## src/rtl/assert_macros.svh

```systemverilog
// Assertion macros used by the RTL of this project.
// No dependencies; take it in with `include.
`ifndef ASSERT_MACROS_SVH
`define ASSERT_MACROS_SVH

// Same-cycle implication, disabled while reset is asserted.
`define ASSERT_IMP(label, clk, rst_n, ante, cons, msg) \
  label: assert property (@(posedge clk) disable iff (!rst_n) (ante) |-> (cons)) \
    else $error(msg);

// Next-cycle implication, disabled while reset is asserted.
`define ASSERT_NXT(label, clk, rst_n, ante, cons, msg) \
  label: assert property (@(posedge clk) disable iff (!rst_n) (ante) |=> (cons)) \
    else $error(msg);

`endif

```

## src/rtl/tdps_pkg.sv

```systemverilog
// Constants shared by the timer period / prescaler pair search block.
// No dependencies.
package tdps_pkg;

  localparam int unsigned CountW             = 32;
  localparam int unsigned OutW               = 16;
  localparam int unsigned DivW               = 8;
  localparam int unsigned CounterWidthDefault = 16;
  localparam int unsigned DivCntW            = $clog2(CountW);

  localparam logic [DivW-1:0]   TolDivReset = 8'd6;
  localparam logic [CountW-1:0] MinTol      = 32'd5;
  localparam logic [CountW-1:0] BoundSat    = 32'hFFFF_FFFF;

endpackage

```

## src/rtl/tdps_if.sv

```systemverilog
// Valid/ready channels of the pair search block: request and response.
// Depends on tdps_pkg for the field widths.
interface tdps_req_if;
  logic                        valid;
  logic                        ready;
  logic [tdps_pkg::CountW-1:0] cycle_count;

  modport source (output valid, output cycle_count, input ready);
  modport sink   (input valid, input cycle_count, output ready);
endinterface

interface tdps_rsp_if;
  logic                      valid;
  logic                      ready;
  logic [tdps_pkg::OutW-1:0] period_value;
  logic [tdps_pkg::OutW-1:0] prescale_value;
  logic                      pair_found;

  modport source (output valid, output period_value, output prescale_value,
                  output pair_found, input ready);
  modport sink   (input valid, input period_value, input prescale_value,
                  input pair_found, output ready);
endinterface

```

## src/rtl/timer_divider_pair_search_top.sv

```systemverilog
// Pair search block: one item in (cycle count), one item out (period, prescaler, found).
// An item goes through the tolerance division and a set-up step, then the search: none for a
// count that fits the counter, otherwise multiplier raises and period steps of the shared
// add/subtract unit and a final check. The done state hands the result to the output register
// (it waits there while the previous result is stalled), and the block goes back to idle
// before the next request is taken. The output register lets a new request in while a
// result still waits.
// Uses tdps_pkg, tdps_if, assert macros.
`include "assert_macros.svh"

module timer_divider_pair_search_top #(
  parameter int unsigned CounterWidth = tdps_pkg::CounterWidthDefault
) (
  input  logic                      clk_i,
  input  logic                      rst_ni,
  input  logic                      cfg_we_i,
  input  logic [tdps_pkg::DivW-1:0] cfg_wdata_i,
  tdps_req_if.sink                  req,
  tdps_rsp_if.source                rsp
);

  localparam int unsigned ProdW = 2 * CounterWidth;
  localparam int unsigned WideW = (ProdW > tdps_pkg::CountW + 1) ? ProdW : tdps_pkg::CountW + 1;
  localparam logic [CounterWidth-1:0] MaxV = {CounterWidth{1'b1}};
  localparam logic [WideW-1:0] ClampLimit = WideW'(MaxV) * WideW'(MaxV);
  localparam logic [CounterWidth-1:0] OneV = CounterWidth'(1);

  typedef enum logic [4:0] {
    StIdle   = 5'b00001,
    StDivide = 5'b00010,
    StSetup  = 5'b00100,
    StSearch = 5'b01000,
    StDone   = 5'b10000
  } state_e;

  state_e state_q, state_d;

  logic [tdps_pkg::DivW-1:0]    div_q;
  logic [tdps_pkg::CountW-1:0]  cnt_q, cnt_d;
  logic [tdps_pkg::CountW-1:0]  quo_q, quo_d;
  logic [tdps_pkg::DivW-1:0]    rem_q, rem_d;
  logic [tdps_pkg::DivCntW-1:0] step_q, step_d;
  logic [tdps_pkg::CountW:0]    bound_q, bound_d;
  logic [CounterWidth-1:0]      per_q, per_d;
  logic [CounterWidth-1:0]      mul_q, mul_d;
  logic [ProdW-1:0]             prod_q, prod_d;
  logic                         found_q, found_d;

  logic                         rsp_valid_q, rsp_valid_d;
  logic [tdps_pkg::OutW-1:0]    rsp_per_q, rsp_pre_q;
  logic                         rsp_found_q;
  logic                         rsp_load;

  // divide step
  logic [tdps_pkg::DivW-1:0] div_eff;
  logic [tdps_pkg::DivW:0]   rem_sh;
  logic                      rem_ge;
  logic [tdps_pkg::DivW-1:0] rem_nx;

  // set-up
  logic [tdps_pkg::CountW-1:0] tol_adj;
  logic [tdps_pkg::CountW:0]   bound_sum;
  logic                        direct;
  logic                        over;

  // search unit
  logic             below, in_window, sub;
  logic [ProdW-1:0] opnd, prod_nx;

  assign div_eff = (div_q == '0) ? tdps_pkg::DivW'(1) : div_q;
  assign rem_sh  = {rem_q, quo_q[tdps_pkg::CountW-1]};
  assign rem_ge  = rem_sh >= {1'b0, div_eff};
  assign rem_nx  = rem_ge ? tdps_pkg::DivW'(rem_sh - {1'b0, div_eff})
                          : rem_sh[tdps_pkg::DivW-1:0];

  assign tol_adj   = (quo_q <= tdps_pkg::CountW'(1)) ? tdps_pkg::MinTol : quo_q;
  assign bound_sum = {1'b0, cnt_q} + {1'b0, tol_adj};
  assign direct    = ((WideW'(cnt_q) >> CounterWidth) == '0);
  assign over      = WideW'(bound_sum) > ClampLimit;

  // One add/subtract: raise the multiplier (add period) or step the period down
  // (subtract multiplier).
  assign below     = WideW'(prod_q) < WideW'(cnt_q);
  assign in_window = WideW'(prod_q) <= WideW'(bound_q);
  assign sub       = !below;
  assign opnd      = below ? ProdW'(per_q) : ProdW'(mul_q);
  assign prod_nx   = prod_q + (opnd ^ {ProdW{sub}}) + ProdW'(sub);

  assign req.ready = (state_q == StIdle);
  assign rsp_load  = (state_q == StDone) && (!rsp_valid_q || rsp.ready);

  always_comb begin
    state_d = state_q;
    cnt_d   = cnt_q;
    quo_d   = quo_q;
    rem_d   = rem_q;
    step_d  = step_q;
    bound_d = bound_q;
    per_d   = per_q;
    mul_d   = mul_q;
    prod_d  = prod_q;
    found_d = found_q;
    case (state_q)
      StIdle: begin
        if (req.valid) begin
          cnt_d   = req.cycle_count;
          quo_d   = req.cycle_count;
          rem_d   = '0;
          step_d  = '1;
          state_d = StDivide;
        end
      end
      StDivide: begin
        quo_d  = {quo_q[tdps_pkg::CountW-2:0], rem_ge};
        rem_d  = rem_nx;
        step_d = step_q - tdps_pkg::DivCntW'(1);
        if (step_q == '0) begin
          state_d = StSetup;
        end
      end
      StSetup: begin
        bound_d = bound_sum;
        if (over) begin
          bound_d = {1'b0, tdps_pkg::BoundSat};
          cnt_d   = tdps_pkg::CountW'(ClampLimit);
        end
        mul_d = OneV;
        if (direct) begin
          per_d   = CounterWidth'(cnt_q);
          found_d = 1'b1;
          state_d = StDone;
        end else begin
          per_d   = MaxV;
          prod_d  = ProdW'(MaxV);
          state_d = StSearch;
        end
      end
      StSearch: begin
        if (below) begin
          if (mul_q == MaxV) begin
            // multiplier would pass the counter range: no pair for any smaller period
            per_d   = '0;
            mul_d   = OneV;
            found_d = 1'b0;
            state_d = StDone;
          end else begin
            mul_d  = mul_q + OneV;
            prod_d = prod_nx;
          end
        end else if (in_window) begin
          found_d = 1'b1;
          state_d = StDone;
        end else if (per_q == OneV) begin
          per_d   = '0;
          mul_d   = OneV;
          found_d = 1'b0;
          state_d = StDone;
        end else begin
          per_d  = per_q - OneV;
          prod_d = prod_nx;
        end
      end
      StDone: begin
        if (rsp_load) begin
          state_d = StIdle;
        end
      end
      default: begin
        state_d = StIdle;
      end
    endcase
  end

  always_comb begin
    rsp_valid_d = rsp_valid_q;
    if (rsp.ready) begin
      rsp_valid_d = 1'b0;
    end
    if (rsp_load) begin
      rsp_valid_d = 1'b1;
    end
  end

  always_ff @(posedge clk_i or negedge rst_ni) begin
    if (!rst_ni) begin
      state_q     <= StIdle;
      div_q       <= tdps_pkg::TolDivReset;
      rsp_valid_q <= 1'b0;
    end else begin
      state_q     <= state_d;
      rsp_valid_q <= rsp_valid_d;
      if (cfg_we_i) begin
        div_q <= cfg_wdata_i;
      end
    end
  end

  always_ff @(posedge clk_i) begin
    cnt_q   <= cnt_d;
    quo_q   <= quo_d;
    rem_q   <= rem_d;
    step_q  <= step_d;
    bound_q <= bound_d;
    per_q   <= per_d;
    mul_q   <= mul_d;
    prod_q  <= prod_d;
    found_q <= found_d;
    if (rsp_load) begin
      rsp_per_q   <= tdps_pkg::OutW'(per_q);
      rsp_pre_q   <= tdps_pkg::OutW'(mul_q - OneV);
      rsp_found_q <= found_q;
    end
  end

  assign rsp.valid          = rsp_valid_q;
  assign rsp.period_value   = rsp_per_q;
  assign rsp.prescale_value = rsp_pre_q;
  assign rsp.pair_found     = rsp_found_q;

  `ASSERT_IMP(a_nopair_zero, clk_i, rst_ni, rsp.valid && !rsp.pair_found, (rsp.period_value == '0) && (rsp.prescale_value == '0), "missing pair must read as zero")
  `ASSERT_IMP(a_search_per_nz, clk_i, rst_ni, state_q == StSearch, per_q != '0, "search period reached zero")
  `ASSERT_NXT(a_accept_divide, clk_i, rst_ni, req.valid && req.ready, state_q == StDivide, "accepted item did not start the division")
  `ASSERT_IMP(a_rsp_from_done, clk_i, rst_ni, $rose(rsp_valid_q), $past(state_q == StDone), "result raised outside the done state")

endmodule

```

## src/flat_wrapper.sv

```systemverilog
// flat-port wrapper written by rule: the top's interface ports become plain ports
module timer_divider_pair_search_top_flat 
#(
  parameter int unsigned CounterWidth = tdps_pkg::CounterWidthDefault
)
  (clk_i, rst_ni, cfg_we_i, cfg_wdata_i, req_valid, req_cycle_count, req_ready, rsp_valid, rsp_period_value, rsp_prescale_value, rsp_pair_found, rsp_ready);
  tdps_req_if req_i ();
  tdps_rsp_if rsp_i ();
  input  logic clk_i;
  input  logic rst_ni;
  input  logic cfg_we_i;
  input  logic [tdps_pkg::DivW-1:0] cfg_wdata_i;
  input wire logic [$bits(req_i.valid)-1:0] req_valid;
  input wire logic [$bits(req_i.cycle_count)-1:0] req_cycle_count;
  output wire logic [$bits(req_i.ready)-1:0] req_ready;
  output wire logic [$bits(rsp_i.valid)-1:0] rsp_valid;
  output wire logic [$bits(rsp_i.period_value)-1:0] rsp_period_value;
  output wire logic [$bits(rsp_i.prescale_value)-1:0] rsp_prescale_value;
  output wire logic [$bits(rsp_i.pair_found)-1:0] rsp_pair_found;
  input wire logic [$bits(rsp_i.ready)-1:0] rsp_ready;
  assign req_i.valid = req_valid;
  assign req_i.cycle_count = req_cycle_count;
  assign req_ready = req_i.ready;
  assign rsp_valid = rsp_i.valid;
  assign rsp_period_value = rsp_i.period_value;
  assign rsp_prescale_value = rsp_i.prescale_value;
  assign rsp_pair_found = rsp_i.pair_found;
  assign rsp_i.ready = rsp_ready;
  timer_divider_pair_search_top #(.CounterWidth(CounterWidth)) u_core (.clk_i(clk_i), .rst_ni(rst_ni), .cfg_we_i(cfg_we_i), .cfg_wdata_i(cfg_wdata_i), .req(req_i), .rsp(rsp_i));
endmodule
```

## config.mk

```make
export PLATFORM = sky130hd
export DESIGN_NAME = timer_divider_pair_search_top_flat
export DESIGN_NICKNAME = d
export VERILOG_FILES = /design/src/rtl/tdps_pkg.sv /design/src/rtl/tdps_if.sv /design/src/rtl/timer_divider_pair_search_top.sv /design/src/flat_wrapper.sv
export VERILOG_INCLUDE_DIRS = /design/src /design/src/rtl
export SDC_FILE = /design/constraint.sdc
export NUM_CORES = 1
export LEC_CHECK = 0
export ABC_AREA = 1
export CORE_MARGIN = 4
export CORE_UTILIZATION = 59
export CTS_CLUSTER_DIAMETER = 60
export DETAILED_ROUTE_END_ITERATION = 10
export DONT_BUFFER_PORTS = 1
export GPL_TIMING_DRIVEN = 0
export PLACE_DENSITY = 0.84
export SYNTH_ARGS = -nofsm -noshare
export SYNTH_HDL_FRONTEND = slang
export SYNTH_SLANG_ARGS = --single-unit
```

## constraint.sdc

```tcl
create_clock -name clk_i -period 4.9 [get_ports clk_i]
set_clock_uncertainty 0.05 [all_clocks]
set_input_delay 1.47 -clock clk_i [delete_from_list [all_inputs] [get_ports clk_i]]
set_output_delay 1.47 -clock clk_i [all_outputs]
set_load 0.02 [all_outputs]
```

Word-level counts from Yosys, hierarchy flattened
Cells that the tools add are included.
Widths: inputs -> output; s select.
{"block": "totals", "reg_bits": 222, "output_inout_bits": 35, "word_cells": 112}
{"block": "op_classes", "add_sub_neg": 8, "magnitude_cmp": 5, "n_eq_ne": 19, "n_mux": 46, "bitwise_logic": 1, "n_reduce_logical": 18}
{"op": "$mux 32", "count": 8}
{"op": "$pmux 32 s2", "count": 3}
{"op": "$mux 16", "count": 10}
{"op": "$pmux 16 s2", "count": 2}
{"op": "$mux 5", "count": 9}
{"op": "$add 32x32->33", "count": 1}
{"op": "$gt 33x32->1 const B", "count": 1}
{"op": "$le 32x33->1", "count": 1}
{"op": "$logic_not 33->1", "count": 1}
{"op": "$add 32x1->32", "count": 1}
{"op": "$add 32x32->32", "count": 1}
{"op": "$le 32x1->1 const B", "count": 1}
{"op": "$lt 32x32->1", "count": 1}
{"op": "$sub 16x1->16 const B", "count": 2}
{"op": "$xor 32x32->32", "count": 1}
{"op": "$pmux 5 s5", "count": 1}
{"op": "$mux 8", "count": 3}
{"op": "$add 16x1->16 const B", "count": 1}
{"op": "$eq 16x1->1 const B", "count": 1}
{"op": "$eq 16x16->1 const B", "count": 1}
{"op": "$pmux 8 s2", "count": 1}
{"op": "$pmux 5 s2", "count": 1}
{"op": "$reduce_and 5->1", "count": 2}
{"op": "$ge 9x8->1", "count": 1}
{"op": "24 further kinds", "count": 42}

Depth between registers and ports, before layout
{"block": "depth", "ltp_word": 9, "ltp_mapped": 32, "depth_no_buf": 31}

Worst setup path before layout
Ideal clock, no wire load.
{"block": "synth_timing", "path_kind": "reg2reg", "from": "register u_core.state_q[0]", "to": "register u_core.quo_q[0] (netlist name) (enable)", "setup_time_ns": 0.510, "arrival_time_ns": 4.823, "slack_ns": -0.483, "stages_incl_launch_ff": 5, "synth_period_minus_slack_ns": 5.383, "path_cell_list": "dfstp_2 > inv_1 > nor4_1 > inv_1 > o21ai_0"}
{"block": "synth_via", "elab_chain_len": 3, "word_cells_on_any_way": 5, "cone_classes": "3 x eq/ne; 2 x reduce/logical"}
{"item": "start, declared", "line_no": "timer_divider_pair_search_top.sv:36", "source": "state_e state_q, state_d;"}
{"item": "start signal, assigned", "line_no": "timer_divider_pair_search_top.sv:186", "source": "state_q <= StIdle;"}
{"item": "start signal, assigned", "line_no": "timer_divider_pair_search_top.sv:190", "source": "state_q <= state_d;"}
{"item": "$eq 5x1->1 *"}
{"item": "named net req_ready", "line_no": "flat_wrapper.sv:15", "source": "output wire logic [$bits(req_i.ready)-1:0] req_ready;"}
{"item": "$ne 2x2->1 (no source line) or $reduce_bool 2->1 (tied branches)"}
{"item": "$reduce_and 2->1 (no source line) *"}
{"item": "end signal, assigned", "line_no": "timer_divider_pair_search_top.sv:200", "source": "quo_q <= quo_d;"}
{"item": "end, declared", "line_no": "timer_divider_pair_search_top.sv:40", "source": "logic [tdps_pkg::CountW-1:0] quo_q, quo_d;"}
The timed path passes the listed nets; every way through them passes the cells marked *.
A chain may end at the register's enable or synchronous reset.

Final worst setup path
{"block": "layout_timing", "from": "register u_core.cnt_q[31] (netlist name)", "to": "register u_core.prod_q[24], data pin"}
{"block": "layout_via", "elab_chain_len": 9, "word_cells_on_any_way": 11, "cone_classes": "2 x add/sub; 1 x order compare; 6 x mux; 1 x bitwise; 1 x reduce/logical"}
{"item": "start, declared", "line_no": "timer_divider_pair_search_top.sv:39", "source": "logic [tdps_pkg::CountW-1:0] cnt_q, cnt_d;"}
{"item": "start signal, assigned", "line_no": "timer_divider_pair_search_top.sv:199", "source": "cnt_q <= cnt_d;"}
{"item": "$lt 32x32->1 *", "line_no": "timer_divider_pair_search_top.sv:83", "source": "assign below = WideW'(prod_q) < WideW'(cnt_q);"}
{"item": "$mux 16 or $logic_not 1->1 (tied branches)", "line_no": "timer_divider_pair_search_top.sv:86, timer_divider_pair_search_top.sv:85"}
{"item": "$xor 32x32->32", "line_no": "timer_divider_pair_search_top.sv:87", "source": "assign prod_nx = prod_q + (opnd ^ {ProdW{sub}}) + ProdW'(sub);"}
{"item": "$add 32x32->32", "line_no": "timer_divider_pair_search_top.sv:87"}
{"item": "$add 32x1->32", "line_no": "timer_divider_pair_search_top.sv:87"}
{"item": "$mux 32", "line_no": "timer_divider_pair_search_top.sv:153", "source": "end else if (per_q == OneV) begin"}
{"item": "$mux 32", "line_no": "timer_divider_pair_search_top.sv:150", "source": "end else if (in_window) begin"}
{"item": "$mux 32 *", "line_no": "timer_divider_pair_search_top.sv:139", "source": "if (below) begin"}
{"item": "$pmux 32 s2 *", "line_no": "timer_divider_pair_search_top.sv:103", "source": "case (state_q)"}
{"item": "end signal, assigned", "line_no": "timer_divider_pair_search_top.sv:206", "source": "prod_q <= prod_d;"}
{"item": "end, declared", "line_no": "timer_divider_pair_search_top.sv:46", "source": "logic [ProdW-1:0] prod_q, prod_d;"}
Mark *: on every way between the ends. The rest lies on a longest branch, timed or not. The select of a mux whose other input is x is not followed.

==> metrics.txt <==
status complete, no violations; Hold Fails Final Rpt 0; Crit path top cell by count nand2_1; layout cells sized above 1 6.54%; clk slew on worst S/H paths 0.06 ns; # IOs 80; post-layout min period 4.62 ns; largest fanout on the critical path 10; Max-Cap Viols 0; share of the synthesized area in the top cell type 41.4%; most common library cells after synthesis nand2_1 (342), inv_1 (260), edfxtp_1 (208), nor2_1 (165), o21ai_0 (158); Synth-to-Final Area Change 9.72%; # H-tree levels 1; CTS buffer count 25; Clock power frac 16.1%; CTS tree yes; 1st-iter DRT viols around 1000; number of enable flip-flop cells after synthesis 208; Fmax achieved 216 MHz; Internal 6.57 mW; met1 usage 34.1%; sw frac 47.0%; Worst Hold Endpoint u_core.rsp.pair_found; CP Launch Type flip-flop; first-pass GRT wire length around 61000 um; PortBufs 0; DR vias 12500; NumNets Final 2019; clk root buf clkbuf_16; sequential power share 27.1%; number of synthesized register bits 222; CP max-delay cell edfxtp_1; HP Class flip-flop to flip-flop; global route hottest layer met2; CP Data Required Time 5.14 ns; Setup CP Type flip-flop to flip-flop; met3 usage 4.16%; period utilization 94.3%; Core ar. between 20000 and 30000 um^2; DR vias/cell 5.73; Die H 168 um; post-route ant nets 0; Routed WL approximately 39000 um; met2 Use GR approximately 47%; post-synth top area cell edfxtp_1; Combinational Power Share around 57%; Synthesis Warnings 0; post-synthesis compound-gate area fraction 13.0%; Reg2Reg Depth 28; Worst setup EP type flip-flop; Pins Over Slew Limit 0; Unique masters post-synth 53; WP data arrival ~5 ns; num rows 58; top-count cell post-synth nand2_1; hold path depth 0; Util after Layout 65.8%; mux share of post-synthesis cell area 0%; total track usage 26.8%; Post-Synth Simple-Gate Area 19.4%; Main synth FF type edfxtp_1; xor and xnor area share after synthesis 3.89%; Post-Synth Adder-Cell Area a little under an eighth; max incr delay on CP 0.45 ns; initial antenna violation count 0; worst r2r dst u_core.prod_q[24]; DIE AREA 28200 um^2; cell count after synthesis 1793; combinational family with the most area after synthesis simple AND/OR/NAND/NOR gates; clk_lat worst skew 0.54 ns; ranking of synthesized cells by area edfxtp_1 (41%), ha_1 (12%), nand2_1 (8.5%); gpl congestion approximately 0.96; pwr dens 749 nW/um^2; leak pwr between 7 and 8 nW; Chip Width 168 um; Slew @ Worst Pin 1.00 ns; Starting Density 60.0%; synthesized net count ~2000; Avg Cell Area, Syn 8.42 um^2; Worst Hold Launch u_core.found_q; WL/cell 17.7 um; Max rail drop VDD 0.507 mV; largest net degree at the start of global routing 42; Synth async-reset ratio under 10%; Ant. Diodes 0; CTS sink cnt 222; Mapped Area 15100 um^2; CTS Buffer Depth 3; reg-to-reg slack, setup ~0.28 ns; Power Total 12.4 mW; first drt pass iteration count 5; slew margin rel. 32.8%; Psw 5.84 mW; total gr overflow 0; Detail Placement HPWL 30300 um; worst r2r src u_core.cnt_q[31]; DRC 0; final setup violation count 0; number of global-route vias before repair 12300; sequential-to-total area share from yosys stat 43.7%
-- metal layers --
metal	part of all wire [%]	vias to the layer above
met3	6.1	91
met4	3.8	0
met2	49	427
li1	-	6115
met5	0	-
met1	41	5848
-- sequential cells by signal, summed over array words and instances, names as in the netlist, 5 cells and up --
register,count
u_core.bound_q,33
u_core.cnt_q,32
u_core.div_q,8
u_core.mul_q,16
u_core.per_q,16
u_core.prod_q,32
u_core.quo_q,32
u_core.rem_q,8
u_core.rsp.period_value,16
u_core.rsp.prescale_value,16
u_core.state_q,5
u_core.step_q,5
-- through the flow --
stage	setup slack, ns	hold slack, ns	area, um^2	cells	TNS, ns
floorplan	0.727	0.350	15100	1793	0
detailed placement	-0.269	0.368	15600	2129	-0.841
finish	0.281	0.404	16600	2179	0
global route	-0.0234	0.412	16600	2179	-0.0310
CTS	0.00571	0.408	16500	2173	0
global placement	-0.506	0.363	15500	2123	-22.75
-- kinds of logic after synthesis --
kind of cell / after synthesis
buffers and inverters: 321
flip-flops: 222
adder cells (fa/ha/maj): 142
AND/OR/NAND/NOR: 684
other: 1
AO/OA/AOI/OAI: 356
XOR/XNOR: 67
-- critical path: cells and delay by family (launching register included) --
kind	cells	cell delay [ns]
buffers and inverters	4	0.40
AND/OR/NAND/NOR	17	1.88
adder cells (fa/ha/maj)	2	0.74
flip-flops	1	0.45
AO/OA/AOI/OAI	5	0.84
-- worst max path at each step --
stage / from / end / slack (ns) / depth (start not counted)
final: u_core.cnt_q[31] / u_core.prod_q[24] / 0.28 / 28
after global routing: u_core.cnt_q[31] / u_core.prod_q[24] / -0.02 / 26
after CTS: u_core.cnt_q[31] / u_core.prod_q[20] / 0.006 / 26
after detailed placement: u_core.prod_q[31] / u_core.prod_q[24] / -0.27 / 22
after global placement: u_core.state_q[0] / u_core.quo_q[4] / -0.51 / 4
after floorplan: u_core.state_q[0] / u_core.quo_q[0] / 0.73 / 4
-- placed cells by master, fill, tap and decap left out, types with 4 or more instances in the layout --
| cell | count |
|---|---|
| buf_4 | 6 |
| nand2_2 | 15 |
| inv_1 | 259 |
| o21ai_2 | 4 |
| xnor2_1 | 20 |
| edfxtp_1 | 208 |
| o21ai_1 | 4 |
| xor2_1 | 47 |
| o21a_1 | 14 |
| buf_6 | 6 |
| dfrtp_1 | 11 |
| nor4_1 | 14 |
| o21ai_0 | 152 |
| nand4_1 | 24 |
| a211oi_1 | 6 |
| nand3_1 | 46 |
| clkbuf_16 | 25 |
| o31ai_1 | 4 |
| a21oi_2 | 4 |
| or2_2 | 18 |
| nor2_1 | 164 |
| bufinv_16 | 5 |
| o21bai_1 | 4 |
| clkinvlp_4 | 5 |
| nor3_1 | 42 |
| a21oi_1 | 141 |
| a31oi_1 | 5 |
| clkbuf_1 | 52 |
| nand2_1 | 341 |
| ha_1 | 139 |
-- power by group through the flow --
stage	Sequential (mW)	Combinational (mW)	Clock, mW
floorplan	3.17	5.22	0
global placement	3.39	6.50	0
detailed placement	3.38	6.77	0
CTS	3.35	6.84	2.01
global route	3.39	7.95	2.10
finish	3.36	7.04	2.00
-- layout make-up --
class                      count  area (um^2)
buffer                        58          255
clock buffer                  28          637
clock inverter                16          230
fill                        2006         8610
inverter                     262          991
multi-input combinational   1250         7320
sequential                   222         6600
tap                          330          413
timing repair buffer          12          116
timing repair inverter         1         7.51
-- repair_timing --
item / in CTS / in global routing
resized for setup: 3 / 15
endpoints found under the setup margin: 9 / 43
hold buffers: 0 / 0
buffers inserted: 0 / 6
pin swaps: 0 / 1
gates cloned: 0 / 1
No activity file was read; power rests on OpenSTA's default activity.
